<file path="config.mk">
export PLATFORM = sky130hd
export DESIGN_NAME = indexed_block_allocator_unit
export DESIGN_NICKNAME = d
export VERILOG_FILES = /design/src/design/iba_pkg.sv /design/src/design/iba_rem_unit.sv /design/src/design/indexed_block_allocator_unit.sv
export SDC_FILE = /design/constraint.sdc
export NUM_CORES = 1
export LEC_CHECK = 0
export BUFFER_PORTS_ARGS = -buffer_cell sky130_fd_sc_hd__clkbuf_2
export CAP_MARGIN = 40
export CORE_ASPECT_RATIO = 1.1
export CORE_UTILIZATION = 52
export CTS_BUF_LIST = sky130_fd_sc_hd__clkbuf_8 sky130_fd_sc_hd__clkbuf_16
export DETAILED_ROUTE_END_ITERATION = 10
export MAX_ROUTING_LAYER = met4
export PLACE_DENSITY = 0.68
export SYNTH_ARGS = -nofsm -noshare
export SYNTH_HDL_FRONTEND = slang
export SYNTH_SLANG_ARGS = --single-unit
</file>
<file path="constraint.sdc">
create_clock -name clk -period 20.4 [get_ports clk]
set_input_delay 2.04 -clock clk [delete_from_list [all_inputs] [get_ports clk]]
set_output_delay 2.04 -clock clk [all_outputs]
set_load 0.005 [all_outputs]
</file>
<file path="src/design/iba_pkg.sv">
// iba_pkg: field widths, sequencer step codes, control word layout and the
// microcode table of the indexed block allocator
// no dependencies
package iba_pkg;

  // fixed field widths
  localparam int LFSR_W    = 16;
  localparam int TOTAL_W   = 8;
  localparam int BLK_W     = 7;
  localparam int REQ_W     = 5;
  localparam int SEED_W    = 16;
  localparam int STEP_BITS = 8;

  localparam logic [LFSR_W-1:0] LFSR_TAPS = 16'hB400;

  // configuration register indexes
  localparam logic CFG_TOTAL = 1'b0;
  localparam logic CFG_SEED  = 1'b1;

  // status codes of a result word
  localparam logic ST_ALLOCATED = 1'b0;
  localparam logic ST_REFUSED   = 1'b1;

  // sequencer step codes
  localparam int PC_W = 3;
  localparam logic [PC_W-1:0] PC_IDLE   = 3'd0;
  localparam logic [PC_W-1:0] PC_PICK   = 3'd1;
  localparam logic [PC_W-1:0] PC_MOD_HI = 3'd2;
  localparam logic [PC_W-1:0] PC_MOD_LO = 3'd3;
  localparam logic [PC_W-1:0] PC_CHECK  = 3'd4;
  localparam logic [PC_W-1:0] PC_REFUSE = 3'd5;

  // branch conditions
  localparam logic [2:0] C_NEXT  = 3'd0;  // fall through
  localparam logic [2:0] C_START = 3'd1;  // wait for request, refusals branch
  localparam logic [2:0] C_FOUND = 3'd2;  // used block branches back, else emit
  localparam logic [2:0] C_EMIT  = 3'd3;  // branch once the output slot frees
  localparam logic [2:0] C_JUMP  = 3'd4;  // unconditional

  // remainder unit controls
  typedef struct packed {
    logic load;
    logic step;
  } iba_rem_ctl_t;

  // one control word of the sequencer
  typedef struct packed {
    logic            accept;
    logic            lfsr_step;
    iba_rem_ctl_t    rem;
    logic            mem_rd;
    logic            claim;
    logic            refuse;
    logic [2:0]      cond;
    logic [PC_W-1:0] target;
  } iba_uword_t;

  // microcode table
  function automatic iba_uword_t iba_ucode(input logic [PC_W-1:0] pc);
    iba_uword_t w;
    w = '0;
    case (pc)
      PC_IDLE: begin
        w.accept = 1'b1;
        w.cond   = C_START;
        w.target = PC_REFUSE;
      end
      PC_PICK: begin
        w.lfsr_step = 1'b1;
        w.rem.load  = 1'b1;
        w.cond      = C_NEXT;
      end
      PC_MOD_HI: begin
        w.rem.step = 1'b1;
        w.cond     = C_NEXT;
      end
      PC_MOD_LO: begin
        w.rem.step = 1'b1;
        w.mem_rd   = 1'b1;
        w.cond     = C_NEXT;
      end
      PC_CHECK: begin
        w.claim  = 1'b1;
        w.cond   = C_FOUND;
        w.target = PC_PICK;
      end
      PC_REFUSE: begin
        w.refuse = 1'b1;
        w.cond   = C_EMIT;
        w.target = PC_IDLE;
      end
      default: begin
        w.cond   = C_JUMP;
        w.target = PC_IDLE;
      end
    endcase
    return w;
  endfunction

endpackage

</file>
<file path="src/design/iba_rem_unit.sv">
// iba_rem_unit: iterative remainder of the 16-bit candidate by the block total,
// eight dividend bits per step
// depends on iba_pkg
module iba_rem_unit
  import iba_pkg::*;
(
  input  logic               clk,
  input  iba_rem_ctl_t       ctl,
  input  logic [LFSR_W-1:0]  dividend,
  input  logic [TOTAL_W-1:0] divisor,
  output logic [TOTAL_W-1:0] rem_q,
  output logic [TOTAL_W-1:0] rem_nxt
);

  logic [LFSR_W-1:0]  dvd_r;
  logic [TOTAL_W-1:0] rem_r;

  // restoring remainder over the top byte of the dividend
  always_comb begin
    logic [TOTAL_W:0]   t;
    logic [TOTAL_W-1:0] r;
    r = rem_r;
    t = '0;
    for (int i = 0; i < STEP_BITS; i++) begin
      t = {r, dvd_r[LFSR_W-1-i]};
      if (t >= {1'b0, divisor}) begin
        t = t - {1'b0, divisor};
      end
      r = t[TOTAL_W-1:0];
    end
    rem_nxt = r;
  end

  // dividend shift and partial remainder
  always_ff @(posedge clk) begin
    if (ctl.load) begin
      dvd_r <= dividend;
      rem_r <= '0;
    end else if (ctl.step) begin
      dvd_r <= dvd_r << STEP_BITS;
      rem_r <= rem_nxt;
    end
  end

  assign rem_q = rem_r;

endmodule

</file>
<file path="src/design/indexed_block_allocator_unit.sv">
// Indexed block allocator. A request for N data blocks (0..MAX_FILE_BLOCKS) is
// taken in the idle step and answered with the index block then N data blocks,
// the final word marked last, or with one refusal word when N exceeds
// MAX_FILE_BLOCKS or N+1 exceeds the free count. Blocks are drawn from a 16-bit
// LFSR modulo the device total; each draw runs the LFSR step, two 8-bit
// remainder steps that end in the free map read, and the check, and a draw that
// hits a used block is repeated; a claim and a refusal wait while the result
// channel stalls. After reset and after each write of the total register the
// free map is swept clear, during which no request is accepted.
// depends on iba_pkg and iba_rem_unit
module indexed_block_allocator_unit
  import iba_pkg::*;
#(
  parameter int MAX_BLOCKS      = 128,
  parameter int MAX_FILE_BLOCKS = 16
) (
  input  logic              clk,
  input  logic              rst_n,
  // request channel
  input  logic              in_valid,
  output logic              in_stall,
  input  logic [REQ_W-1:0]  in_data_block_count,
  // result channel
  output logic              out_valid,
  input  logic              out_stall,
  output logic [BLK_W-1:0]  out_block_number,
  output logic              out_is_index_block,
  output logic              out_status,
  output logic              out_last,
  // configuration write channel
  input  logic              cfg_valid,
  output logic              cfg_ready,
  input  logic              cfg_index,
  input  logic [SEED_W-1:0] cfg_data
);

  localparam int AW = $clog2(MAX_BLOCKS);
  localparam int CW = $clog2(MAX_FILE_BLOCKS + 1);
  localparam logic [AW-1:0] LastAddr = AW'(MAX_BLOCKS - 1);
  localparam logic [5:0] MaxFile = 6'(MAX_FILE_BLOCKS);
  localparam logic [TOTAL_W-1:0] ResetTotal =
    (MAX_BLOCKS < 128) ? TOTAL_W'(MAX_BLOCKS) : TOTAL_W'(128);

  // control state
  logic [PC_W-1:0]    pc_r, pc_nxt;
  logic               clear_active_r;
  logic [AW-1:0]      clr_addr_r;
  logic [TOTAL_W-1:0] total_r;
  logic [LFSR_W-1:0]  lfsr_r, lfsr_nxt;
  logic [TOTAL_W-1:0] blocks_left_r;
  logic               out_valid_r;

  // request and result payload
  logic [CW-1:0]      rem_cnt_r;
  logic               first_r;
  logic [BLK_W-1:0]   out_block_number_r;
  logic               out_is_index_block_r;
  logic               out_status_r;
  logic               out_last_r;
  logic               rd_used_r;

  // free map, one used bit per block
  logic               used_mem [MAX_BLOCKS];

  iba_uword_t         uw;
  logic               in_accept;
  logic               cfg_we;
  logic               refuse_req;
  logic               out_slot;
  logic               emit_ok;
  logic               refuse_ok;
  logic [TOTAL_W-1:0] cfg_total;
  logic [LFSR_W-1:0]  cfg_seed;
  logic [TOTAL_W-1:0] rem_q;
  logic [TOTAL_W-1:0] rem_nxt;
  logic               mem_we;
  logic [AW-1:0]      mem_waddr;

  // remainder unit for candidate selection
  iba_rem_unit u_rem (
    .clk      (clk),
    .ctl      (uw.rem),
    .dividend (lfsr_nxt),
    .divisor  (total_r),
    .rem_q    (rem_q),
    .rem_nxt  (rem_nxt)
  );

  // control word fetch and handshakes
  assign uw        = iba_ucode(pc_r);
  assign in_stall  = !(uw.accept && !clear_active_r);
  assign in_accept = in_valid && !in_stall;
  assign cfg_ready = 1'b1;
  assign cfg_we    = cfg_valid && cfg_ready;
  assign out_slot  = !out_valid_r || !out_stall;
  assign emit_ok   = uw.claim && !rd_used_r && out_slot;
  assign refuse_ok = uw.refuse && out_slot;

  // refusal test on the incoming request
  assign refuse_req = ({1'b0, in_data_block_count} > MaxFile) ||
                      (({3'b0, in_data_block_count} + 8'd1) > blocks_left_r);

  // configuration value cleanup
  always_comb begin
    cfg_total = cfg_data[TOTAL_W-1:0];
    if (cfg_total == '0) begin
      cfg_total = TOTAL_W'(1);
    end else if (int'(cfg_total) > MAX_BLOCKS) begin
      cfg_total = TOTAL_W'(MAX_BLOCKS);
    end
    cfg_seed = (cfg_data == '0) ? LFSR_W'(1) : cfg_data;
  end

  // galois lfsr step
  assign lfsr_nxt = {1'b0, lfsr_r[LFSR_W-1:1]} ^ (lfsr_r[0] ? LFSR_TAPS : '0);

  // next step of the sequencer
  always_comb begin
    pc_nxt = pc_r;
    case (uw.cond)
      C_NEXT:  pc_nxt = pc_r + PC_W'(1);
      C_START: begin
        if (in_accept) begin
          pc_nxt = refuse_req ? uw.target : pc_r + PC_W'(1);
        end
      end
      C_FOUND: begin
        if (rd_used_r) begin
          pc_nxt = uw.target;
        end else if (out_slot) begin
          pc_nxt = (rem_cnt_r == '0) ? PC_IDLE : uw.target;
        end
      end
      C_EMIT:  pc_nxt = out_slot ? uw.target : pc_r;
      C_JUMP:  pc_nxt = uw.target;
      default: pc_nxt = PC_IDLE;
    endcase
  end

  // control registers
  always_ff @(posedge clk) begin
    if (!rst_n) begin
      pc_r           <= PC_IDLE;
      clear_active_r <= 1'b1;
      clr_addr_r     <= '0;
      total_r        <= ResetTotal;
      lfsr_r         <= LFSR_W'(1);
      blocks_left_r  <= ResetTotal;
      out_valid_r    <= 1'b0;
    end else begin
      pc_r <= pc_nxt;
      // clearing sweep of the free map
      if (clear_active_r) begin
        clr_addr_r <= clr_addr_r + AW'(1);
        if (clr_addr_r == LastAddr) begin
          clear_active_r <= 1'b0;
        end
      end
      if (uw.lfsr_step) begin
        lfsr_r <= lfsr_nxt;
      end
      if (emit_ok) begin
        blocks_left_r <= blocks_left_r - TOTAL_W'(1);
      end
      // configuration writes
      if (cfg_we) begin
        case (cfg_index)
          CFG_TOTAL: begin
            total_r        <= cfg_total;
            blocks_left_r  <= cfg_total;
            clear_active_r <= 1'b1;
            clr_addr_r     <= '0;
          end
          CFG_SEED: lfsr_r <= cfg_seed;
          default: ;
        endcase
      end
      // output register
      if (emit_ok || refuse_ok) begin
        out_valid_r <= 1'b1;
      end else if (!out_stall) begin
        out_valid_r <= 1'b0;
      end
    end
  end

  // request bookkeeping and result words
  always_ff @(posedge clk) begin
    if (in_accept) begin
      rem_cnt_r <= CW'(in_data_block_count);
      first_r   <= 1'b1;
    end else if (emit_ok) begin
      rem_cnt_r <= rem_cnt_r - CW'(1);
      first_r   <= 1'b0;
    end
    if (emit_ok) begin
      out_block_number_r   <= rem_q[BLK_W-1:0];
      out_is_index_block_r <= first_r;
      out_status_r         <= ST_ALLOCATED;
      out_last_r           <= (rem_cnt_r == '0);
    end else if (refuse_ok) begin
      out_block_number_r   <= '0;
      out_is_index_block_r <= 1'b0;
      out_status_r         <= ST_REFUSED;
      out_last_r           <= 1'b1;
    end
  end

  // free map port
  assign mem_we    = clear_active_r || emit_ok;
  assign mem_waddr = clear_active_r ? clr_addr_r : AW'(rem_q);

  always_ff @(posedge clk) begin
    if (mem_we) begin
      used_mem[mem_waddr] <= !clear_active_r;
    end
    if (uw.mem_rd) begin
      rd_used_r <= used_mem[AW'(rem_nxt)];
    end
  end

  assign out_valid          = out_valid_r;
  assign out_block_number   = out_block_number_r;
  assign out_is_index_block = out_is_index_block_r;
  assign out_status         = out_status_r;
  assign out_last           = out_last_r;

`ifndef SYNTHESIS
  // a pending result is never overwritten
  a_no_overwrite: assert property (@(posedge clk) disable iff (!rst_n)
    !((emit_ok || refuse_ok) && out_valid_r && out_stall))
    else $error("result overwritten while stalled");

  // a claim always has a free block to take
  a_count_ok: assert property (@(posedge clk) disable iff (!rst_n)
    emit_ok |-> (blocks_left_r != '0))
    else $error("free count underflow");

  // claimed block lies on the device
  a_in_range: assert property (@(posedge clk) disable iff (!rst_n)
    emit_ok |-> (rem_q < total_r))
    else $error("claimed block beyond total");

  // an accepted request leaves the idle step
  a_leave_idle: assert property (@(posedge clk) disable iff (!rst_n)
    in_accept |=> (pc_r != PC_IDLE))
    else $error("request accepted but sequencer idle");
`endif

endmodule
</file>
After elaboration in Yosys (flattened, before gate mapping)
Memories as Yosys holds them, arrays and structs flattened. A register that Yosys moved wholly into a read port is not among the register bits.
Cells that the tools add are included.
{"block": "totals", "ff_bits": 84, "ramBits": 128, "in_bits": 27, "out_inout_bits": 13, "wordCells": 137, "n_memories": 1}
{"block": "classes", "n_addsub": 13, "magnitude_cmp": 11, "n_eq_ne": 14, "muxes": 55, "n_bitwise": 2, "n_reduce_logical": 26}
{"name": "used_mem", "words": 128, "width": 1, "rd": 1, "rd_clocked_by_memory_dff": 1, "write_ports": 1, "line_no": "indexed_block_allocator_unit.sv:63", "source": "logic used_mem [MAX_BLOCKS];"}
{"operator": "two-way mux 16 bit", "n": 7}
{"operator": "two-way mux 8 bit", "n": 13}
{"operator": "greater-or-equal comparator 9 x 8 -> 1 bit", "n": 8}
{"operator": "subtractor 8 bit", "n": 8}
{"operator": "two-way mux 7 bit", "n": 6}
{"operator": "two-way mux 3 bit", "n": 6}
{"operator": "two-way mux 1 bit", "n": 17}
{"operator": "logical NOT 16 bit", "n": 1}
{"operator": "XOR 15 x 16 -> 16 bit", "n": 1}
{"operator": "one-hot mux 3 bit (5 select lines)", "n": 1}
{"operator": "equality test 3 x 2 -> 1 bit (second input constant)", "n": 4}
{"operator": "one-hot mux 3 bit (4 select lines)", "n": 1}
{"operator": "two-way mux 5 bit", "n": 2}
{"operator": "equality test 3 bit (second input constant)", "n": 3}
{"operator": "> comparator 6 x 8 -> 1 bit", "n": 1}
{"operator": "> comparator 8 bit (second input constant)", "n": 1}
{"operator": "logical NOT 8 bit", "n": 1}
{"operator": "subtractor 8 x 1 -> 8 bit (second input constant)", "n": 1}
{"operator": "adder 7 x 1 -> 7 bit (second input constant)", "n": 1}
{"operator": "equality test 7 bit (second input constant)", "n": 1}
{"operator": "adder 5 x 1 -> 6 bit (second input constant)", "n": 1}
{"operator": "equality test 3 x 1 -> 1 bit (second input constant)", "n": 2}
{"operator": "logical NOT 3 bit", "n": 2}
{"operator": "one-hot mux 3 bit (2 select lines)", "n": 1}
{"operator": "17 further kinds", "n": 31}

Depth between registers and ports, before layout
{"block": "depth", "depth_word": 16, "ltp_mapped": 96, "ltp_nobuf": 91}

Hierarchy
From an unflattened synthesis, not the netlist that was laid out.
{"block": "unflattened", "cells_unflattened": 1343, "area_unflattened_um2": 13376.6}
{"module": "indexed_block_allocator_unit", "n_inst": 1, "cells_each": 774, "area_each_um2": 8799.7, "seq_area_each_um2": 5215.0}
{"module": "iba_rem_unit", "n_inst": 1, "cells_each": 569, "area_each_um2": 4576.9, "seq_area_each_um2": 640.6}

Least setup slack after synthesis
Ideal clock, no wire load.
{"block": "synth_timing", "path_type": "reg-to-reg", "start": "register total_r[1]", "end": "register rd_used_r (read register of used_mem) (data pin)", "setup_ns": 0.269, "arrival_ns": 17.919, "required_ns": 20.131, "slack_ns": 2.212, "path_stages_with_launch": 89, "n_path_buf": 4, "synth_period_minus_slack_ns": 18.188, "path_cell_list": "dfxtp_1 inv_1 fa_1 a211oi_1 nor2_1 mux2_2 a2bb2oi_2 nor2_2 inv_1 ha_1 nand3_1 nor2_1 a21oi_1 o311a_2 nand2_2 o21ai_0 inv_1 ha_1 [53 not listed] mux2_1 ha_1 a21boi_0 o21ai_0 a21boi_0 o21ai_0 and3b_1 o21ai_0 nor2_1 a221oi_1 o31ai_4 nand2_4 buf_6 mux2_1 o211ai_1 o2111ai_1 o221ai_1 o32ai_1"}
{"block": "synth_between", "elab_chain_cells": 16, "word_cells_on_any_way": 24, "cone_classes": "8 x add/sub; 8 x order compare; 8 x mux"}
{"element": "from (decl)", "line_no": "indexed_block_allocator_unit.sv:48", "source": "logic [TOTAL_W-1:0] total_r;"}
{"element": "from (signal assigned)", "line_no": "indexed_block_allocator_unit.sv:146", "source": "total_r <= ResetTotal;"}
{"element": "from (signal assigned)", "line_no": "indexed_block_allocator_unit.sv:169", "source": "total_r <= cfg_total;"}
{"element": "subtractor 8 bit / greater-or-equal comparator 9 x 8 -> 1 bit (equally long branches)", "line_no": "iba_rem_unit.sv:27, iba_rem_unit.sv:26"}
{"element": "two-way mux 8 bit", "line_no": "iba_rem_unit.sv:26", "source": "if (t >= {1'b0, divisor}) begin"}
{"element": "subtractor 8 bit / greater-or-equal comparator 9 x 8 -> 1 bit (equally long branches)", "line_no": "iba_rem_unit.sv:27, iba_rem_unit.sv:26"}
{"element": "two-way mux 8 bit", "line_no": "iba_rem_unit.sv:26"}
{"element": "subtractor 8 bit / greater-or-equal comparator 9 x 8 -> 1 bit (equally long branches)", "line_no": "iba_rem_unit.sv:27, iba_rem_unit.sv:26"}
{"element": "two-way mux 8 bit", "line_no": "iba_rem_unit.sv:26"}
{"element": "subtractor 8 bit / greater-or-equal comparator 9 x 8 -> 1 bit (equally long branches)", "line_no": "iba_rem_unit.sv:27, iba_rem_unit.sv:26"}
{"element": "two-way mux 8 bit", "line_no": "iba_rem_unit.sv:26"}
{"element": "subtractor 8 bit / greater-or-equal comparator 9 x 8 -> 1 bit (equally long branches)", "line_no": "iba_rem_unit.sv:27, iba_rem_unit.sv:26"}
{"element": "two-way mux 8 bit", "line_no": "iba_rem_unit.sv:26"}
{"element": "subtractor 8 bit / greater-or-equal comparator 9 x 8 -> 1 bit (equally long branches)", "line_no": "iba_rem_unit.sv:27, iba_rem_unit.sv:26"}
{"element": "two-way mux 8 bit", "line_no": "iba_rem_unit.sv:26"}
{"element": "subtractor 8 bit / greater-or-equal comparator 9 x 8 -> 1 bit (equally long branches)", "line_no": "iba_rem_unit.sv:27, iba_rem_unit.sv:26"}
{"element": "two-way mux 8 bit", "line_no": "iba_rem_unit.sv:26"}
{"element": "greater-or-equal comparator 9 x 8 -> 1 bit / subtractor 8 bit (equally long branches)", "line_no": "iba_rem_unit.sv:26, iba_rem_unit.sv:27"}
{"element": "two-way mux 8 bit *", "line_no": "iba_rem_unit.sv:26"}
{"element": "to (decl)", "line_no": "indexed_block_allocator_unit.sv:60", "source": "logic rd_used_r;"}
Mark *: on every way between the ends. The rest lies on a longest branch, timed or not.
A chain may end at the register's enable or synchronous reset.

Worst setup path in the final report
{"block": "layout_timing", "start": "register u_rem.dvd_r[15]", "end": "register rd_used_r (read register of used_mem) (data pin)"}
{"block": "layout_between", "elab_chain_cells": 16, "word_cells_on_any_way": 24, "cone_classes": "8 x add/sub; 8 x order compare; 8 x mux"}
{"element": "from (decl)", "line_no": "iba_rem_unit.sv:15", "source": "logic [LFSR_W-1:0] dvd_r;"}
{"element": "from (signal assigned)", "line_no": "iba_rem_unit.sv:37", "source": "dvd_r <= dividend;"}
{"element": "from (signal assigned)", "line_no": "iba_rem_unit.sv:40", "source": "dvd_r <= dvd_r << STEP_BITS;"}
{"element": "subtractor 8 bit / greater-or-equal comparator 9 x 8 -> 1 bit (equally long branches)", "line_no": "iba_rem_unit.sv:27, iba_rem_unit.sv:26"}
{"element": "two-way mux 8 bit *", "line_no": "iba_rem_unit.sv:26"}
{"element": "subtractor 8 bit / greater-or-equal comparator 9 x 8 -> 1 bit (equally long branches)", "line_no": "iba_rem_unit.sv:27, iba_rem_unit.sv:26"}
{"element": "two-way mux 8 bit *", "line_no": "iba_rem_unit.sv:26"}
{"element": "subtractor 8 bit / greater-or-equal comparator 9 x 8 -> 1 bit (equally long branches)", "line_no": "iba_rem_unit.sv:27, iba_rem_unit.sv:26"}
{"element": "two-way mux 8 bit *", "line_no": "iba_rem_unit.sv:26"}
{"element": "subtractor 8 bit / greater-or-equal comparator 9 x 8 -> 1 bit (equally long branches)", "line_no": "iba_rem_unit.sv:27, iba_rem_unit.sv:26"}
{"element": "two-way mux 8 bit *", "line_no": "iba_rem_unit.sv:26"}
{"element": "subtractor 8 bit / greater-or-equal comparator 9 x 8 -> 1 bit (equally long branches)", "line_no": "iba_rem_unit.sv:27, iba_rem_unit.sv:26"}
{"element": "two-way mux 8 bit *", "line_no": "iba_rem_unit.sv:26"}
{"element": "subtractor 8 bit / greater-or-equal comparator 9 x 8 -> 1 bit (equally long branches)", "line_no": "iba_rem_unit.sv:27, iba_rem_unit.sv:26"}
{"element": "two-way mux 8 bit *", "line_no": "iba_rem_unit.sv:26"}
{"element": "subtractor 8 bit / greater-or-equal comparator 9 x 8 -> 1 bit (equally long branches)", "line_no": "iba_rem_unit.sv:27, iba_rem_unit.sv:26"}
{"element": "two-way mux 8 bit *", "line_no": "iba_rem_unit.sv:26"}
{"element": "greater-or-equal comparator 9 x 8 -> 1 bit / subtractor 8 bit (equally long branches)", "line_no": "iba_rem_unit.sv:26, iba_rem_unit.sv:27"}
{"element": "two-way mux 8 bit *", "line_no": "iba_rem_unit.sv:26"}
Marked as above.

==> impl_results.md <==
- Initial Util: 0.5295
- Remaining DRCs: 0
- Sequential fraction of the synthesis area: 0.4243
- Post-Syn Instances: roughly 1500
- Final wirelength: around 37000 um
- Syn_nets: 1601
- DR pass1 iterations: 5
- Worst Path Arrival: a little under 20000 ps
- Status: finished clean
- Slew @ Worst Pin: 899.6 ps
- Critical path required time: 20670 ps
- Synth Register Bits: between 200 and 250
- Fin area: about 15000 sq um
- Area leader, netlist: edfxtp_1
- Top cell type's share of synthesized area: 0.3460
- Kind of critical path: reg -> reg
- Via density: 6.019
- H-tree depth: 1
- Hold buffer count at cts: 0
- Max Slew Vio Count: 0
- Num CTS Buffers: 23
- Vias: 11430
- Synth Area per Inst: 9.281 sq um
- Gp weighted congestion: 0.9339
- Setup crit end kind: flip-flop
- Total grt overflow: 0
- Netlist Area Pre-Place: 13800 sq um
- Initial antenna violation count: 0
- Crit path max fanout: 25
- # rows: 62
- Worst path max stage delay: ~480 ps
- Fin Setup TNS: 0 ps
- Area growth syn-to-layout: 12.11%
- CTS tree: yes
- Top-count cell post-synth: nor2_1
- Fmax: between 0.05 and 0.06 GHz
- Number of global-route vias before repair: 11050
- DP Area: 14490 sq um
- Die height: 172.9 um
- Fillers: 2376
- Clk buf depth: 3
- Top cells by area, synth: edfxtp_1 (35%), dfxtp_1 (7.8%), ha_1 (7.2%)
- CTS clk-pin slew, worst paths: around 70 ps
- Share of layout cells above drive strength 1: 0.1377
- Synth cell types: 93
- Crit path max-delay cell type: a2111oi_4
- Top Ports: 40
- First-pass GRT wire length: 58830 um
- Final worst-path cycle share: 0.9423
- Hold/Removal Path Class: reg -> reg
- Skew final: about 34 ps
- HPWL Detailed: 26590 um
- Number of synthesized flops with an enable pin: 159
- Core Region: approximately 26000 sq um
- Final setup violation count: 0
- CTS sink cnt: 213
- Die area: 27200 sq um
- Most frequent cells after synthesis: nor2_1 (221), edfxtp_1 (159), nand2_1 (123)
- Final ANT Viol Nets: 0
- Dominant synthesized flop cell: edfxtp_1
- Root Driver: clkbuf_16
- Worst Reg2Reg Path Length in Cells: 87
- Fin nets: 1647
- Critical Path Most Common Cell: o21ai_0
- Initial DRC count: ~1100
- Skew-Pair Late Insertion Delay: 540 ps
- Die width: 157.3 um
- Final hold vios: 0
- Maxcap violations: 0
- WHS Path Cells: 2
- Async SR Flop Fraction: 0
- Startpoint types: flip-flop
- Port Buffer Count: 38
- Relative slew slack: 0.3939
- Largest net degree at the start of global routing: 88
- Synthesis Warnings: 0
- Average routed wire per standard cell: 19.68 um
- Min Tclk post-route: 19220 ps
- Ant diodes: 0
- GRT Util Overall: 0.2841
==> final timing paths <==
| kind | from | end | slack [ps] |
|---|---|---|---|
| worst min-delay path | total_r[3] | total_r[3] | 470 |
| worst max register to register | u_rem.dvd_r[15] | rd_used_r | 1180 |
| worst min register to register | total_r[3] | total_r[3] | 470 |
| worst max-delay path | u_rem.dvd_r[15] | rd_used_r | 1180 |
==> registers in the layout (all words and copies together), names as in the netlist <==
| register | count |
|---|---|
| used_mem | 128 |
| lfsr_r | 16 |
| u_rem.dvd_r | 16 |
| blocks_left_r | 8 |
| total_r | 8 |
| u_rem.rem_q | 8 |
| clr_addr_r | 7 |
| out_block_number | 7 |
| rem_cnt_r | 5 |
| pc_r | 3 |
| clear_active_r | 1 |
| first_r | 1 |
| out_is_index_block | 1 |
| out_last | 1 |
| out_status | 1 |
| out_valid | 1 |
| rd_used_r | 1 |
==> layout by cell type (no fill, tap or decap), drive strengths merged, types with 12 or more instances in the layout <==
| cell | n |
|---|---|
| inv | 80 |
| o31ai | 17 |
| a31oi | 12 |
| a21oi | 73 |
| and2 | 21 |
| mux2i | 20 |
| dfxtp | 54 |
| o211ai | 24 |
| a21boi | 13 |
| a211oi | 12 |
| nand2 | 126 |
| o21ai | 119 |
| nor2 | 225 |
| edfxtp | 159 |
| a21o | 12 |
| nand3 | 110 |
| xor2 | 15 |
| ha | 79 |
| nor2b | 21 |
| nor3 | 19 |
| buf | 38 |
| clkbuf | 66 |
| xnor2 | 35 |
| mux2 | 43 |
| nand4 | 13 |
| nand2b | 18 |
==> worst max-delay path, delay by kind of cell (launching register included) <==
kind / cells / cell delay (ps)
adders and majority gates: 9 / 2580
and+or+nand+nor: 16 / 2570
AOI/OAI and AO/OA: 47 / 10050
muxes: 7 / 2390
DFF: 1 / 440
buffers and inverters: 8 / 940
==> area by class of cell <==
type,instances,area [sq um],share of cell area
sequential,213,5859,0.3787
multi-input combinational,1146,7601,0.4913
tap,352,440.4,0.02847
timing repair buffer,76,568.0,0.03671
clock inverter,11,70.07,0.004529
clock buffer,28,655.6,0.04237
inverter,73,277.8,0.01795
==> stage by stage <==
stage | cells | worst slack, ps | util | hold WS [ps]
after floorplan | 1487 | 2212 | - | 426.2
after global placement | 1843 | 948.7 | 0.5514 | 454.8
after detailed placement | 1852 | 163.2 | 0.5560 | 470.1
after CTS | 1891 | 66.41 | 0.5838 | 481.9
after global routing | 1899 | -81.45 | 0.5936 | 503.9
final | 1899 | 1177 | 0.5936 | 475.0
==> metal layers <==
| layer | track usage | wire (um) |
|---|---|---|
| met4 | 0.1092 | 1525 |
| met1 | 0.3643 | 16040 |
| met3 | 0.02932 | 1986 |
| met2 | 0.4613 | 17820 |
| met5 | - | 0 |
==> logic make-up after synthesis <==
group           count (synthesis)  synth area share
fa+ha+maj                      87           0.08323
mux                            63           0.05131
simple gates                  592            0.1973
other cells                     1         0.0002717
buf+inv                       129           0.03781
flops                         213            0.4243
xor+xnor                       50           0.03173
compound gates                352            0.1741
==> what timing repair did <==
action | CTS | global route
buffers inserted | 0 | 7
resized for setup | 0 | 41
endpoints found under the setup margin | 0 | 9
Power is left out: the tool's default activity adds up to more than one toggle a clock period on the data nets, which glitch-free logic cannot reach.
